## src/hw/rtl/xmr_pkg.sv

```systemverilog
// ----------------------------------------------------------------------------
// xmr_pkg
// Types and constants shared by the XMODEM receiver modules.
// ----------------------------------------------------------------------------
package xmr_pkg;

  localparam int BLOCK_BYTES_DEF = 128;

  localparam logic [7:0] BYTE_SOH = 8'h01;
  localparam logic [7:0] BYTE_EOT = 8'h04;
  localparam logic [7:0] BYTE_CAN = 8'h18;

  typedef enum logic [2:0] {
    PH_READY   = 3'd0,
    PH_NUMBER  = 3'd1,
    PH_CHECK   = 3'd2,
    PH_DATA    = 3'd3,
    PH_SUM     = 3'd4,
    PH_ERROR   = 3'd5,
    PH_STOPPED = 3'd6
  } phase_t;

  typedef enum logic [1:0] {
    KIND_NAK  = 2'd0,
    KIND_ACK  = 2'd1,
    KIND_DATA = 2'd2
  } kind_t;

  typedef enum logic {
    CMD_START = 1'b0,
    CMD_BYTE  = 1'b1
  } cmd_t;

  typedef struct packed {
    kind_t      kind;
    logic [7:0] data_byte;
    logic [7:0] packet_number;
    logic [6:0] byte_index;
    phase_t     state;
  } res_t;

endpackage

```

## src/hw/rtl/xmr_fsm.sv

```systemverilog
// ----------------------------------------------------------------------------
// xmr_fsm
// Input word register and protocol FSM; forms at most one result per word.
// ----------------------------------------------------------------------------
module xmr_fsm #(
  parameter int BLOCK_BYTES = xmr_pkg::BLOCK_BYTES_DEF
) (
  input  logic          clk,
  input  logic          rst_n,
  input  logic          in_tvalid,
  output logic          in_tready,
  input  logic [7:0]    in_tdata,
  input  logic          in_tuser,
  input  logic          out_free,
  output logic          res_vld,
  output xmr_pkg::res_t res
);

  localparam int CW = (BLOCK_BYTES < 2) ? 1 : $clog2(BLOCK_BYTES + 1);

  logic             in_vld_r, in_vld_nxt;
  logic             cmd_r;
  logic [7:0]       byte_r;
  logic             adv;

  xmr_pkg::phase_t  phase_r, phase_nxt;
  logic [7:0]       pkt_r, pkt_nxt;
  logic [7:0]       sum_r, sum_nxt;
  logic [CW-1:0]    cnt_r, cnt_nxt;
  logic [6:0]       idx7;

  assign adv        = in_vld_r && out_free;
  assign in_tready  = !in_vld_r || out_free;
  assign in_vld_nxt = (in_tvalid && in_tready) ? 1'b1 : (adv ? 1'b0 : in_vld_r);

  always_ff @(posedge clk) begin
    if (!rst_n) begin
      in_vld_r <= 1'b0;
    end else begin
      in_vld_r <= in_vld_nxt;
    end
    if (in_tvalid && in_tready) begin
      cmd_r  <= in_tuser;
      byte_r <= in_tdata;
    end
  end

  // Next state
  always_comb begin
    phase_nxt = phase_r;
    pkt_nxt   = pkt_r;
    sum_nxt   = sum_r;
    cnt_nxt   = cnt_r;
    if (cmd_r == xmr_pkg::CMD_START) begin
      pkt_nxt   = 8'd0;
      phase_nxt = xmr_pkg::PH_READY;
    end else begin
      case (phase_r)
        xmr_pkg::PH_READY: begin
          if (byte_r == xmr_pkg::BYTE_SOH) begin
            phase_nxt = xmr_pkg::PH_NUMBER;
            sum_nxt   = 8'd0;
          end else if (byte_r == xmr_pkg::BYTE_EOT || byte_r == xmr_pkg::BYTE_CAN) begin
            phase_nxt = xmr_pkg::PH_STOPPED;
          end
        end
        xmr_pkg::PH_NUMBER: begin
          pkt_nxt   = byte_r;
          phase_nxt = xmr_pkg::PH_CHECK;
        end
        xmr_pkg::PH_CHECK: begin
          if (~byte_r == pkt_r) begin
            phase_nxt = xmr_pkg::PH_DATA;
            sum_nxt   = 8'd0;
            cnt_nxt   = '0;
          end else begin
            phase_nxt = xmr_pkg::PH_ERROR;
          end
        end
        xmr_pkg::PH_DATA: begin
          sum_nxt = sum_r + byte_r;
          cnt_nxt = cnt_r + 1'b1;
          if (cnt_nxt == CW'(BLOCK_BYTES)) begin
            phase_nxt = xmr_pkg::PH_SUM;
          end
        end
        xmr_pkg::PH_SUM: begin
          phase_nxt = xmr_pkg::PH_READY;
        end
        default: begin
        end
      endcase
    end
  end

  assign idx7 = 7'(cnt_r);

  // Outputs
  always_comb begin
    res_vld           = 1'b0;
    res.kind          = xmr_pkg::KIND_NAK;
    res.data_byte     = 8'd0;
    res.packet_number = pkt_nxt;
    res.byte_index    = 7'd0;
    res.state         = phase_nxt;
    if (cmd_r == xmr_pkg::CMD_START) begin
      res_vld = adv;
    end else begin
      case (phase_r)
        xmr_pkg::PH_READY: begin
          if (byte_r == xmr_pkg::BYTE_EOT) begin
            res_vld  = adv;
            res.kind = xmr_pkg::KIND_ACK;
          end
        end
        xmr_pkg::PH_DATA: begin
          res_vld        = adv;
          res.kind       = xmr_pkg::KIND_DATA;
          res.data_byte  = byte_r;
          res.byte_index = idx7;
        end
        xmr_pkg::PH_SUM: begin
          res_vld  = adv;
          res.kind = (byte_r == sum_r) ? xmr_pkg::KIND_ACK : xmr_pkg::KIND_NAK;
        end
        default: begin
        end
      endcase
    end
  end

  always_ff @(posedge clk) begin
    if (!rst_n) begin
      phase_r <= xmr_pkg::PH_STOPPED;
      pkt_r   <= 8'd0;
      sum_r   <= 8'd0;
      cnt_r   <= '0;
    end else if (adv) begin
      phase_r <= phase_nxt;
      pkt_r   <= pkt_nxt;
      sum_r   <= sum_nxt;
      cnt_r   <= cnt_nxt;
    end
  end

  a_start_clears: assert property (@(posedge clk) disable iff (!rst_n)
    adv && cmd_r == xmr_pkg::CMD_START |=> phase_r == xmr_pkg::PH_READY && pkt_r == 8'd0)
    else $error("start did not clear receiver");

  a_cnt_range: assert property (@(posedge clk) disable iff (!rst_n)
    phase_r == xmr_pkg::PH_DATA |-> cnt_r < CW'(BLOCK_BYTES))
    else $error("data count out of range");

  a_data_phase: assert property (@(posedge clk) disable iff (!rst_n)
    res_vld && res.kind == xmr_pkg::KIND_DATA |-> phase_r == xmr_pkg::PH_DATA)
    else $error("data result outside data phase");

  a_error_sticky: assert property (@(posedge clk) disable iff (!rst_n)
    adv && phase_r == xmr_pkg::PH_ERROR && cmd_r == xmr_pkg::CMD_BYTE
      |=> phase_r == xmr_pkg::PH_ERROR)
    else $error("error state left without start");

  a_res_needs_room: assert property (@(posedge clk) disable iff (!rst_n)
    res_vld |-> out_free)
    else $error("result formed with output full");

endmodule

```

## src/hw/rtl/xmr_out_reg.sv

```systemverilog
// ----------------------------------------------------------------------------
// xmr_out_reg
// Result register holding one reply word until the consumer takes it.
// ----------------------------------------------------------------------------
module xmr_out_reg (
  input  logic          clk,
  input  logic          rst_n,
  input  logic          res_vld,
  input  xmr_pkg::res_t res,
  output logic          out_free,
  output logic          out_tvalid,
  input  logic          out_tready,
  output logic [31:0]   out_tdata,
  output logic [1:0]    out_tuser
);

  logic          vld_r, vld_nxt;
  xmr_pkg::res_t res_r;

  assign out_free = !vld_r || out_tready;
  assign vld_nxt  = res_vld ? 1'b1 : (out_tready ? 1'b0 : vld_r);

  always_ff @(posedge clk) begin
    if (!rst_n) begin
      vld_r <= 1'b0;
    end else begin
      vld_r <= vld_nxt;
    end
    if (res_vld) begin
      res_r <= res;
    end
  end

  assign out_tvalid = vld_r;
  assign out_tuser  = res_r.kind;
  assign out_tdata  = {6'd0, res_r.state, res_r.byte_index, res_r.packet_number,
                       res_r.data_byte};

endmodule

```

## src/hw/rtl/xmodem_receiver.sv

```systemverilog
// ----------------------------------------------------------------------------
// xmodem_receiver
// XMODEM checksum receiver: start/byte words in, NAK/ACK/data replies out.
// Reply path: input word into the input register, reply word from the result register.
// Throughput: one word per cycle while out_tready is high; every word, with
// or without a reply, waits for a free result register.
// Reset: synchronous active-low; enters stopped, packet/sum/count cleared.
// ----------------------------------------------------------------------------
module xmodem_receiver #(
  parameter int BLOCK_BYTES = xmr_pkg::BLOCK_BYTES_DEF
) (
  input  logic        clk,
  input  logic        rst_n,
  input  logic        in_tvalid,
  output logic        in_tready,
  input  logic [7:0]  in_tdata,   // [7:0] rx_byte
  input  logic        in_tuser,   // [0] cmd
  output logic        out_tvalid,
  input  logic        out_tready,
  output logic [31:0] out_tdata,  // [7:0] data_byte, [15:8] packet_number,
                                  // [22:16] byte_index, [25:23] receiver_state
  output logic [1:0]  out_tuser   // [1:0] reply_kind
);

  logic          out_free;
  logic          res_vld;
  xmr_pkg::res_t res;

  xmr_fsm #(
    .BLOCK_BYTES(BLOCK_BYTES)
  ) u_fsm (
    .clk      (clk),
    .rst_n    (rst_n),
    .in_tvalid(in_tvalid),
    .in_tready(in_tready),
    .in_tdata (in_tdata),
    .in_tuser (in_tuser),
    .out_free (out_free),
    .res_vld  (res_vld),
    .res      (res)
  );

  xmr_out_reg u_out (
    .clk       (clk),
    .rst_n     (rst_n),
    .res_vld   (res_vld),
    .res       (res),
    .out_free  (out_free),
    .out_tvalid(out_tvalid),
    .out_tready(out_tready),
    .out_tdata (out_tdata),
    .out_tuser (out_tuser)
  );

endmodule

```

## config.mk

```make
export PLATFORM = sky130hd
export DESIGN_NAME = xmodem_receiver
export DESIGN_NICKNAME = d
export VERILOG_FILES = /design/src/hw/rtl/xmr_pkg.sv /design/src/hw/rtl/xmr_fsm.sv /design/src/hw/rtl/xmr_out_reg.sv /design/src/hw/rtl/xmodem_receiver.sv
export SDC_FILE = /design/constraint.sdc
export NUM_CORES = 1
export LEC_CHECK = 0
export BUFFER_PORTS_ARGS = -buffer_cell sky130_fd_sc_hd__buf_4
export CAP_MARGIN = 20
export CORE_MARGIN = 2
export CORE_UTILIZATION = 49
export DETAILED_ROUTE_END_ITERATION = 10
export GPL_TIMING_DRIVEN = 0
export PLACE_DENSITY = 0.72
export SLEW_MARGIN = 20
export SYNTH_ARGS = -nofsm -noshare
export SYNTH_HDL_FRONTEND = slang
export SYNTH_HIERARCHICAL = 1
export SYNTH_SLANG_ARGS = --single-unit
```

## constraint.sdc

```tcl
create_clock -name clk -period 4.8 [get_ports clk]
set_input_delay 1.2 -clock clk [delete_from_list [all_inputs] [get_ports clk]]
set_output_delay 1.2 -clock clk [all_outputs]
set_load 0.03 [all_outputs]
```

==> flow_summary.yaml, run 1 <==
detailed_routing:
  drt-pass1-iter-count: 4
  vias_per_cell: 5.35
  drc: 0
  drt-initial-drc-count: 293
  wire_per_inst_um: 14.8
  ant_nets: 0
  totalWireLength_um: 6790
  via_count: 2454
clock_network:
  cts.reportedPaths.clkPinSlew_ns: 0.07
  cts_sinks: 66
  cts_inserted_buffers: 9
  worstSkewPairLatency_ns: 0.34
  ctsResizeCount: 0
  postCtsSetupBuffers: 0
  tritoncts: "yes"
  htree_levels: 3
  clock-root-buffer: "clkbuf_8"
  hold_buffers: 0
  cts_buffer_depth: 2
floorplanning:
  fp.dieW_um: 86.2
  rows: 29
  start_util: 0.515
  die_h_um: 86.2
  pin_count: 49
  fp.dieArea_sq_um: 7420
  coreArea_sq_um: 6420
placed_design:
  gp_congestion: 0.895
  io_buffers: 42
  hpwlAfterDp_um: 4830
power_and_ir_drop:
  power_mw: 1.18
  leakage_nw: 1.51
  ir_drop_mv: 0.156
  p_per_area_nw_per_um2: 297
yosys:
  ys_warn_count: 6
  synth_flop_cell: "edfxtp_1"
  synth-seq-cells: 66
  avgSynthCellArea_sq_um: 10.4
  syn_area_sq_um: 3310
  synth-edff-count: 37
  ys_async_sr_fraction: 0
  synth.distinct_cells: 58
  synth_cells: 318
  yosysSeqAreaShare: 0.511
worst_setup_path:
  reg2reg_slack_ns: 2.44
  reg2reg_depth: 5
  crit_path_start_kind: "input pin"
  path_max_fanout: 4
  critPathCapture: "in_tready"
  cp-startpoint: "out_tready"
  r2r_end: "u_out/out_tdata[7]"
  arrival_ns: 1.83
  timing.rr.start: "u_fsm/byte_r[5]"
  required_ns: 3.60
  worstSetupPathType: "input pin to output pin"
  end_kind: "output pin"
finish:
  num-nets-final: 399
  antenna_cells: 0
  final_util: 0.618
  area_growth_pct: 19.9
  drive_gt1_frac: 0.212
hold_path:
  min-delay-path-class: "register to register"
sta:
  tns_ns: 0
  fmax_mhz: 330
  timing.final.crit_share: 0.631
  setup_violations: 0
  max_slew_margin: 0.588
  fin_skew_ns: 0.00685
  slew_violations: 0
  fin_crit_ns: 3.03
  worst-slew-pin-transition_ns: 0.615
  rsz0062_at_grt: "no"
  final_hold_viol_count: 0
global_routing:
  grt_pass1_vias: 2367
  overflow: 0
  grt_pass1_wl_um: 11300
  antenna_found_initial: 0
  grt_max_degree: 27
  grtUsageTotal: 0.201
flow_run:
  cap_violations: 0
status:
  status: "finished, final reports clean"
==> through the flow <==
step | std cells | hold slack, ns | worst slack (ns) | cell area (sq um)
6_report | 459 | 0.460 | 1.77 | 3970
3_5_place_dp | 443 | 0.453 | 1.77 | 3780
3_3_place_gp | 442 | 0.444 | 0.564 | 3740
5_1_grt | 459 | 0.481 | 1.75 | 3970
4_1_cts | 459 | 0.464 | 1.77 | 3970
2_1_floorplan | 323 | 0.434 | 1.26 | 3330
==> critical path: stages <==
cell,delay [ns]
buf_4,0.11
nand2b_4,0.15
nand2b_1,0.19
buf_4,0.18
==> cell usage in the layout, fill, tap and decap left out, drive strengths merged, types with 4 or more instances in the layout <==
cell,count
inv,7
nand2,15
a31oi,5
a21boi,7
o21bai,4
nor2b,14
a21oi,16
nor2,24
clkbuf,21
conb,6
o21ai,9
nand3,11
nand4,4
xnor2,6
dfxtp,29
a22oi,4
buf,51
edfxtp,37
mux2i,8
nor3,13
and3,5
ha,8
clkinv,5
xor2,12
and2,21
==> registers in the layout, indices dropped and copies added, names as in the netlist <==
name / count
u_fsm/byte_r: 8
u_fsm/cmd_r: 1
u_fsm/cnt_r: 8
u_fsm/in_vld_r: 1
u_fsm/phase_r: 3
u_fsm/pkt_r: 8
u_fsm/sum_r: 8
u_out/out_tdata: 26
u_out/out_tuser: 2
u_out/out_tvalid: 1
==> kinds of logic (layout without fill, tap and decap cells) <==
| logic type | count (synthesis) | count (layout) | share of synthesized area |
|---|---|---|---|
| flops | 66 | 66 | 0.511 |
| fa+ha+maj | 9 | 9 | 0.0363 |
| simple gates | 124 | 124 | 0.204 |
| buf+inv | 27 | 86 | 0.0401 |
| other cells | 1 | 6 | 0.00113 |
| compound gates | 65 | 65 | 0.135 |
| mux | 8 | 8 | 0.0242 |
| xor+xnor | 18 | 18 | 0.0477 |
==> power breakdown <==
group,total (mW),internal [mW],switching [mW]
clock,0.444,0.236,0.208
combinational,0.108,0.0422,0.0660
sequential,0.625,0.611,0.0136
==> cell type report <==
class,count,area (sq um)
Buffer,19,103
Clock buffer,10,128
Clock inverter,6,57.6
Fill cell,543,2460
Inverter,8,30.0
Multi-Input combinational cell,230,1520
Sequential cell,66,1690
Tap cell,77,96.3
Timing Repair Buffer,43,343
==> cells in the mapped netlist (all sizes together), types with 6 or more instances <==
library cell   n  area share
buf            8       0.019
nor3          13       0.020
ha             8       0.030
a21oi         16       0.024
and2          21       0.040
dfxtp         29        0.18
nand3         11       0.017
edfxtp        37        0.34
xnor2          6       0.016
o21ai          9       0.014
clkbuf        11       0.012
a21boi         7       0.017
nand2         15       0.017
nor2          24       0.027
xor2          12       0.032
inv            7      0.0079
nor2b         14       0.026
mux2i          8       0.024
==> how the worst min path moves through the flow <==
| stage | start | end | slack, ns | depth (start not counted) |
|---|---|---|---|---|
| after floorplan | u_fsm/sum_r[2] | u_fsm/sum_r[2] | 0.43 | 2 |
| after global placement | u_fsm/sum_r[4] | u_fsm/sum_r[4] | 0.44 | 2 |
| after detailed placement | u_fsm/sum_r[3] | u_fsm/sum_r[3] | 0.45 | 2 |
| after CTS | u_fsm/sum_r[3] | u_fsm/sum_r[3] | 0.46 | 2 |
| after global routing | u_fsm/sum_r[3] | u_fsm/sum_r[3] | 0.48 | 2 |
| final | u_fsm/sum_r[3] | u_fsm/sum_r[3] | 0.46 | 2 |
==> per-layer routing <==
| metal | global-route usage | routed length, um |
|---|---|---|
| met5 | 0 | 0 |
| met4 | 0.0952 | 88 |
| met3 | 0.0529 | 361 |
| met2 | 0.307 | 3150 |
| met1 | 0.265 | 3190 |
Power figures use the tool's default switching activity.
==> run 2, diff against run 1 <==
- clock period: 4.8 -> 3 ns (I/O delays scaled with it)
==> run 2 against run 1 <==
  * Sequential cell count unchanged
  * Hold slack worse by 0.0030 ns
  * Design area grew 0.60%
  * Register-to-register slack got worse by 1.8 ns
  * Sequential power increased by 60%
  * Clock power grew 82%
  * Routed wire length is 2.1% higher
  * Sequential share of layout area fell by 0.25 points
  * Die area did not move
  * First-iteration DRC count shrank 26%
  * Via count grew 2.6%
  * Clock skew up 0.0017 ns
  * Critical path type is now register to register
==> flow_summary.yaml, run 2 (synthesis gave the netlist of run 1 again) <==
power_and_ir_drop:
  p_per_area_nw_per_um2: 496
  p_sw_mw: 0.473
  clockPowerShare: 0.407
  power.internal_mw: 1.51
  combPwrFrac: 0.088
  seq_power_share: 0.504
  leakage_nw: 1.52
  swShare: 0.239
  ir_drop_mv: 0.240
clock_network:
  ctsResizeCount: 0
  hold_buffers: 0
  htree_levels: 3
  tritoncts: "yes"
  cts_buffer_depth: 2
  cts.reportedPaths.clkPinSlew_ns: 0.07
  clock-root-buffer: "clkbuf_8"
  cts_sinks: 66
  worstSkewPairLatency_ns: 0.35
  postCtsSetupBuffers: 0
  cts_inserted_buffers: 9
sta:
  timing.final.crit_share: 0.803
  final_hold_viol_count: 0
  tns_ns: 0
  worst-slew-pin-transition_ns: 0.601
  rsz0062_at_grt: "no"
  fmax_mhz: 415
  slew_violations: 0
  fin_skew_ns: 0.00852
  setup_violations: 0
  max_slew_margin: 0.598
  fin_crit_ns: 2.41
worst_setup_path:
  arrival_ns: 2.69
  crit_path_start_kind: "register"
  cpMaxStageDelayCell: "or4_4"
  worstSetupPathType: "register to register"
  required_ns: 3.28
  cp_num_buf_inv: 1
  end_kind: "register"
  path_cells: "or4_4, o41ai_2, nand3_1, buf_6, or3_1, a21boi_1"
  slowest_delay_ns: 0.63
  path_max_fanout: 10
  cp_top_family: "simple AND/OR/NAND/NOR gates"
finish:
  drive_gt1_frac: 0.209
  stdcell_area_sq_um: 3990
  final_cells: 459
  antenna_cells: 0
  num-nets-final: 399
  final_util: 0.621
  area_growth_pct: 20.6
  final_cell_mix: "buf_4, edfxtp_1, dfxtp_1"
  final_common_cell: "buf_4"
  largest_register_ffs: 26
detailed_routing:
  drt-pass1-iter-count: 4
  vias_per_cell: 5.49
  totalWireLength_um: 6930
  via_count: 2518
  wire_per_inst_um: 15.1
  drt-initial-drc-count: 217
  ant_nets: 0
  drc: 0
global_routing:
  grt_max_degree: 26
  globalRouteMet1Util: 0.262
  grt_pass1_wl_um: 11400
  top_usage_layer: "met2"
  antenna_found_initial: 0
  groute.layer.met2.usage: 0.321
  use_met3: 0.0395
  overflow: 0
  grt_pass1_vias: 2382
  grtUsageTotal: 0.199
floorplanning:
  die_h_um: 86.2
  fp.dieArea_sq_um: 7420
  rows: 29
  coreArea_sq_um: 6420
  fp.dieW_um: 86.2
  start_util: 0.515
  pin_count: 49
placed_design:
  io_buffers: 42
  dpl_cell_area_sq_um: 3780
  post-place-cells: 443
  hpwlAfterDp_um: 4940
  gp_congestion: 0.867
flow_run:
  cap_violations: 0
status:
  status: "finished, final reports clean"
hold_path:
  min-delay-path-class: "register to register"
## run 2: routing by layer
layer  wire (um)  up-vias
li1            -     1259
met4          82        0
met3         480        8
met2        3190       78
met5           0        -
met1        3180     1173
## run 2: layout make-up
| class | count | area [sq um] |
|---|---|---|
| flip-flops and latches | 66 | 1690 |
| multi-input cells | 230 | 1520 |
| inverters | 8 | 30.0 |
| clock buffers | 10 | 128 |
| fillers | 546 | 2430 |
| repair buffers | 43 | 343 |
| plain buffers | 19 | 103 |
| clock inverters | 6 | 81.3 |
| well taps | 77 | 96.3 |
## run 2: power by group through the flow
stage / registers [mW] / clock network (mW) / logic, mW
floorplan: 1.04 / 0 / 0.0881
global placement: 1.02 / 0 / 0.166
detailed placement: 1.02 / 0 / 0.175
CTS: 0.999 / 0.820 / 0.175
global route: 1.00 / 0.856 / 0.189
finish: 0.999 / 0.806 / 0.175
## run 2: final timing paths
kind	cells past startpoint	end	slack, ns	from
worst max register to register	6	u_fsm/sum_r[3]	0.59	u_fsm/byte_r[1]
worst min-delay path	2	u_fsm/sum_r[3]	0.46	u_fsm/sum_r[3]
worst max-delay path	6	u_fsm/sum_r[3]	0.59	u_fsm/byte_r[1]
worst min register to register	2	u_fsm/sum_r[3]	0.46	u_fsm/sum_r[3]
## run 2: tightest hold or removal path: stages (launching register included)
cell and delay (ns):
dfxtp_1 0.31, nand2_1 0.05, a21boi_1 0.05
## run 2: stage by stage
step | power [mW] | hold WS [ns] | setup WS [ns]
finish | 1.98 | 0.457 | 0.592
global route | 2.05 | 0.479 | 0.487
floorplan | 1.13 | 0.434 | 0.299
detailed placement | 1.19 | 0.449 | 0.600
CTS | 1.99 | 0.459 | 0.583
global placement | 1.18 | 0.445 | -0.133
==> run 3, diff against run 2 <==
- ABC_AREA: unset -> 1
- clock period: 3 -> 2.31 ns (I/O delays scaled with it)
==> run 3 against run 2 <==
  * Sequential share of layout area decreased by 0.91 points
  * Routed wire length increased by 9.8%
  * Non-clock buffer count decreased by 1
  * Critical endpoint is now u_out/out_tuser[1]
  * Cell count increased by 16%
  * Critical path depth unchanged
  * Clock power increased by 29%
  * Global-route usage increased by 1.2 points
==> flow_summary.yaml, run 3 <==
yosys:
  synth-edff-count: 37
  synth.most_common_cell: "nand2_1"
  ys_top_cells_by_area: "edfxtp_1, dfxtp_1, nand2_1"
  ys_async_sr_fraction: 0
  avgSynthCellArea_sq_um: 8.74
  synth_commonest_cells: "nand2_1, nor2_1, edfxtp_1, inv_1, dfxtp_1"
  syn_area_sq_um: 3360
  synth_top_area_share: 0.330
  synth.distinct_cells: 41
  synth_top_area_cell: "edfxtp_1"
  synth_flop_cell: "edfxtp_1"
  synth_cells: 385
  synth-seq-cells: 66
  yosysSeqAreaShare: 0.503
  ys_warn_count: 6
sta:
  worst-slew-pin-transition_ns: 0.880
  max_slew_margin: 0.413
  rsz0062_at_grt: "no"
  slew_violations: 0
  setup_violations: 0
  fmax_mhz: 471
  final_hold_viol_count: 0
  holdWs_ns: 0.412
  fin_skew_ns: 0.00819
  fin_crit_ns: 2.12
  timing.final.crit_share: 0.920
global_routing:
  grtUsageTotal: 0.211
  grt_pass1_wl_um: 12100
  overflow: 0
  antenna_found_initial: 0
  grt_max_degree: 16
  grt_pass1_vias: 2632
finish:
  multiInputGateArea_sq_um: 1440
  final_common_cell: "nand2_1"
  largest_register_ffs: 26
  antenna_cells: 0
  num-nets-final: 471
  seq_area_sq_um: 1690
  drive_gt1_frac: 0.247
  area_growth_pct: 21.2
  n_fill_cell: 569
  final_cell_mix: "nand2_1, buf_4, nor2_1"
clock_network:
  cts_buffer_depth: 2
  htree_levels: 3
  hold_buffers: 0
  cts.reportedPaths.clkPinSlew_ns: 0.07
  worstSkewPairLatency_ns: 0.34
  cts_sinks: 66
  clock-root-buffer: "clkbuf_8"
  tritoncts: "yes"
  cts_inserted_buffers: 9
detailed_routing:
  totalWireLength_um: 7610
  drc: 0
  ant_nets: 0
  via_count: 2778
  drt-initial-drc-count: 185
  wire_per_inst_um: 14.3
  drt-pass1-iter-count: 4
  vias_per_cell: 5.20
hold_path:
  holdPathEnd: "u_fsm/byte_r[5]"
  hold_depth: 1
  min_from: "in_tdata[5]"
  min-delay-path-class: "input pin to register"
power_and_ir_drop:
  p_per_area_nw_per_um2: 650
  power_mw: 2.65
  leakage_nw: 1.77
  ir_drop_mv: 0.272
worst_setup_path:
  required_ns: 2.36
  arrival_ns: 2.17
  path_max_fanout: 10
  end_kind: "register"
  reg2reg_slack_ns: 0.19
  worstSetupPathType: "register to register"
  crit_path_start_kind: "register"
  timing.rr.start: "u_fsm/byte_r[1]"
  r2r_end: "u_out/out_tuser[1]"
  reg2reg_depth: 6
placed_design:
  io_buffers: 42
  gp_congestion: 0.894
  hpwlAfterDp_um: 5470
floorplanning:
  die_h_um: 86.8
  fp.dieArea_sq_um: 7540
  pin_count: 49
  fp.dieW_um: 86.8
  coreArea_sq_um: 6720
  rows: 30
  start_util: 0.501
status:
  status: "finished, final reports clean"
flow_run:
  cap_violations: 0
## run 3: how the worst max path moves through the flow
stage,start,endpoint,slack [ns],cells after the start
after floorplan,out_tready,u_out/out_tdata[0],0.01,5
after global placement,out_tready,u_out/out_tdata[7],-0.49,6
after detailed placement,out_tready,u_out/out_tdata[5],0.01,7
after CTS,u_fsm/byte_r[1],u_out/out_tdata[12],0.06,6
after global routing,u_fsm/byte_r[1],u_out/out_tuser[0],0.06,6
final,u_fsm/byte_r[1],u_out/out_tuser[1],0.19,6
## run 3: final cells by class
| cell class | instances | area share |
|---|---|---|
| multi-input cells | 266 | 0.354 |
| well taps | 80 | 0.0245 |
| flip-flops and latches | 66 | 0.415 |
| plain buffers | 13 | 0.0233 |
| clock inverters | 6 | 0.0199 |
| clock buffers | 10 | 0.0313 |
| inverters | 45 | 0.0417 |
| repair buffers | 48 | 0.0902 |
## run 3: per-layer routing
metal  vias up  track usage  part of all wire
li1       1398            -                 -
met1      1270        0.267              0.44
met2        96        0.349              0.48
met3        14       0.0448             0.054
met4         0       0.0909             0.021
met5         -            0                 0
## run 3: per-stage QoR
step | util | std cells | area (sq um) | setup slack [ns] | setup TNS (ns)
floorplan | - | 390 | 3390 | 0.00959 | 0
global placement | 0.566 | 512 | 3800 | -0.490 | -14.17
detailed placement | 0.570 | 513 | 3830 | 0.0140 | 0
CTS | 0.601 | 529 | 4040 | 0.0553 | 0
global route | 0.607 | 534 | 4080 | 0.0583 | 0
finish | 0.607 | 534 | 4080 | 0.185 | 0
## run 3: cell families (layout without fill, tap and decap cells)
family / count (synthesis) / after routing / share of synthesized area
other: 1 / 6 / 0.00112
DFF: 66 / 66 / 0.503
xor gates and xnor gates: 8 / 8 / 0.0208
adders and majority gates: 9 / 9 / 0.0357
and+or+nand+nor: 176 / 176 / 0.246
AOI/OAI and AO/OA: 67 / 67 / 0.115
buffers and inverters: 58 / 122 / 0.0789
## run 3: where the power goes
group	internal (mW)	switching (mW)	total (mW)
clock network	0.600	0.439	1.04
logic	0.105	0.186	0.290
registers	1.28	0.0378	1.32
total	1.99	0.663	2.65
## run 3: what timing repair did
action,4_1_cts,5_1_grt
resized for setup,0,0
setup endpoints to repair,0,15
setup buffers,0,5
## run 3: critical path, cell delays in order (launching register included)
cell      delay (ns)
edfxtp_1        0.49
inv_1           0.21
nand2_1         0.11
nor3_1          0.21
nand3_1         0.18
a41oi_4         0.38
buf_4           0.25
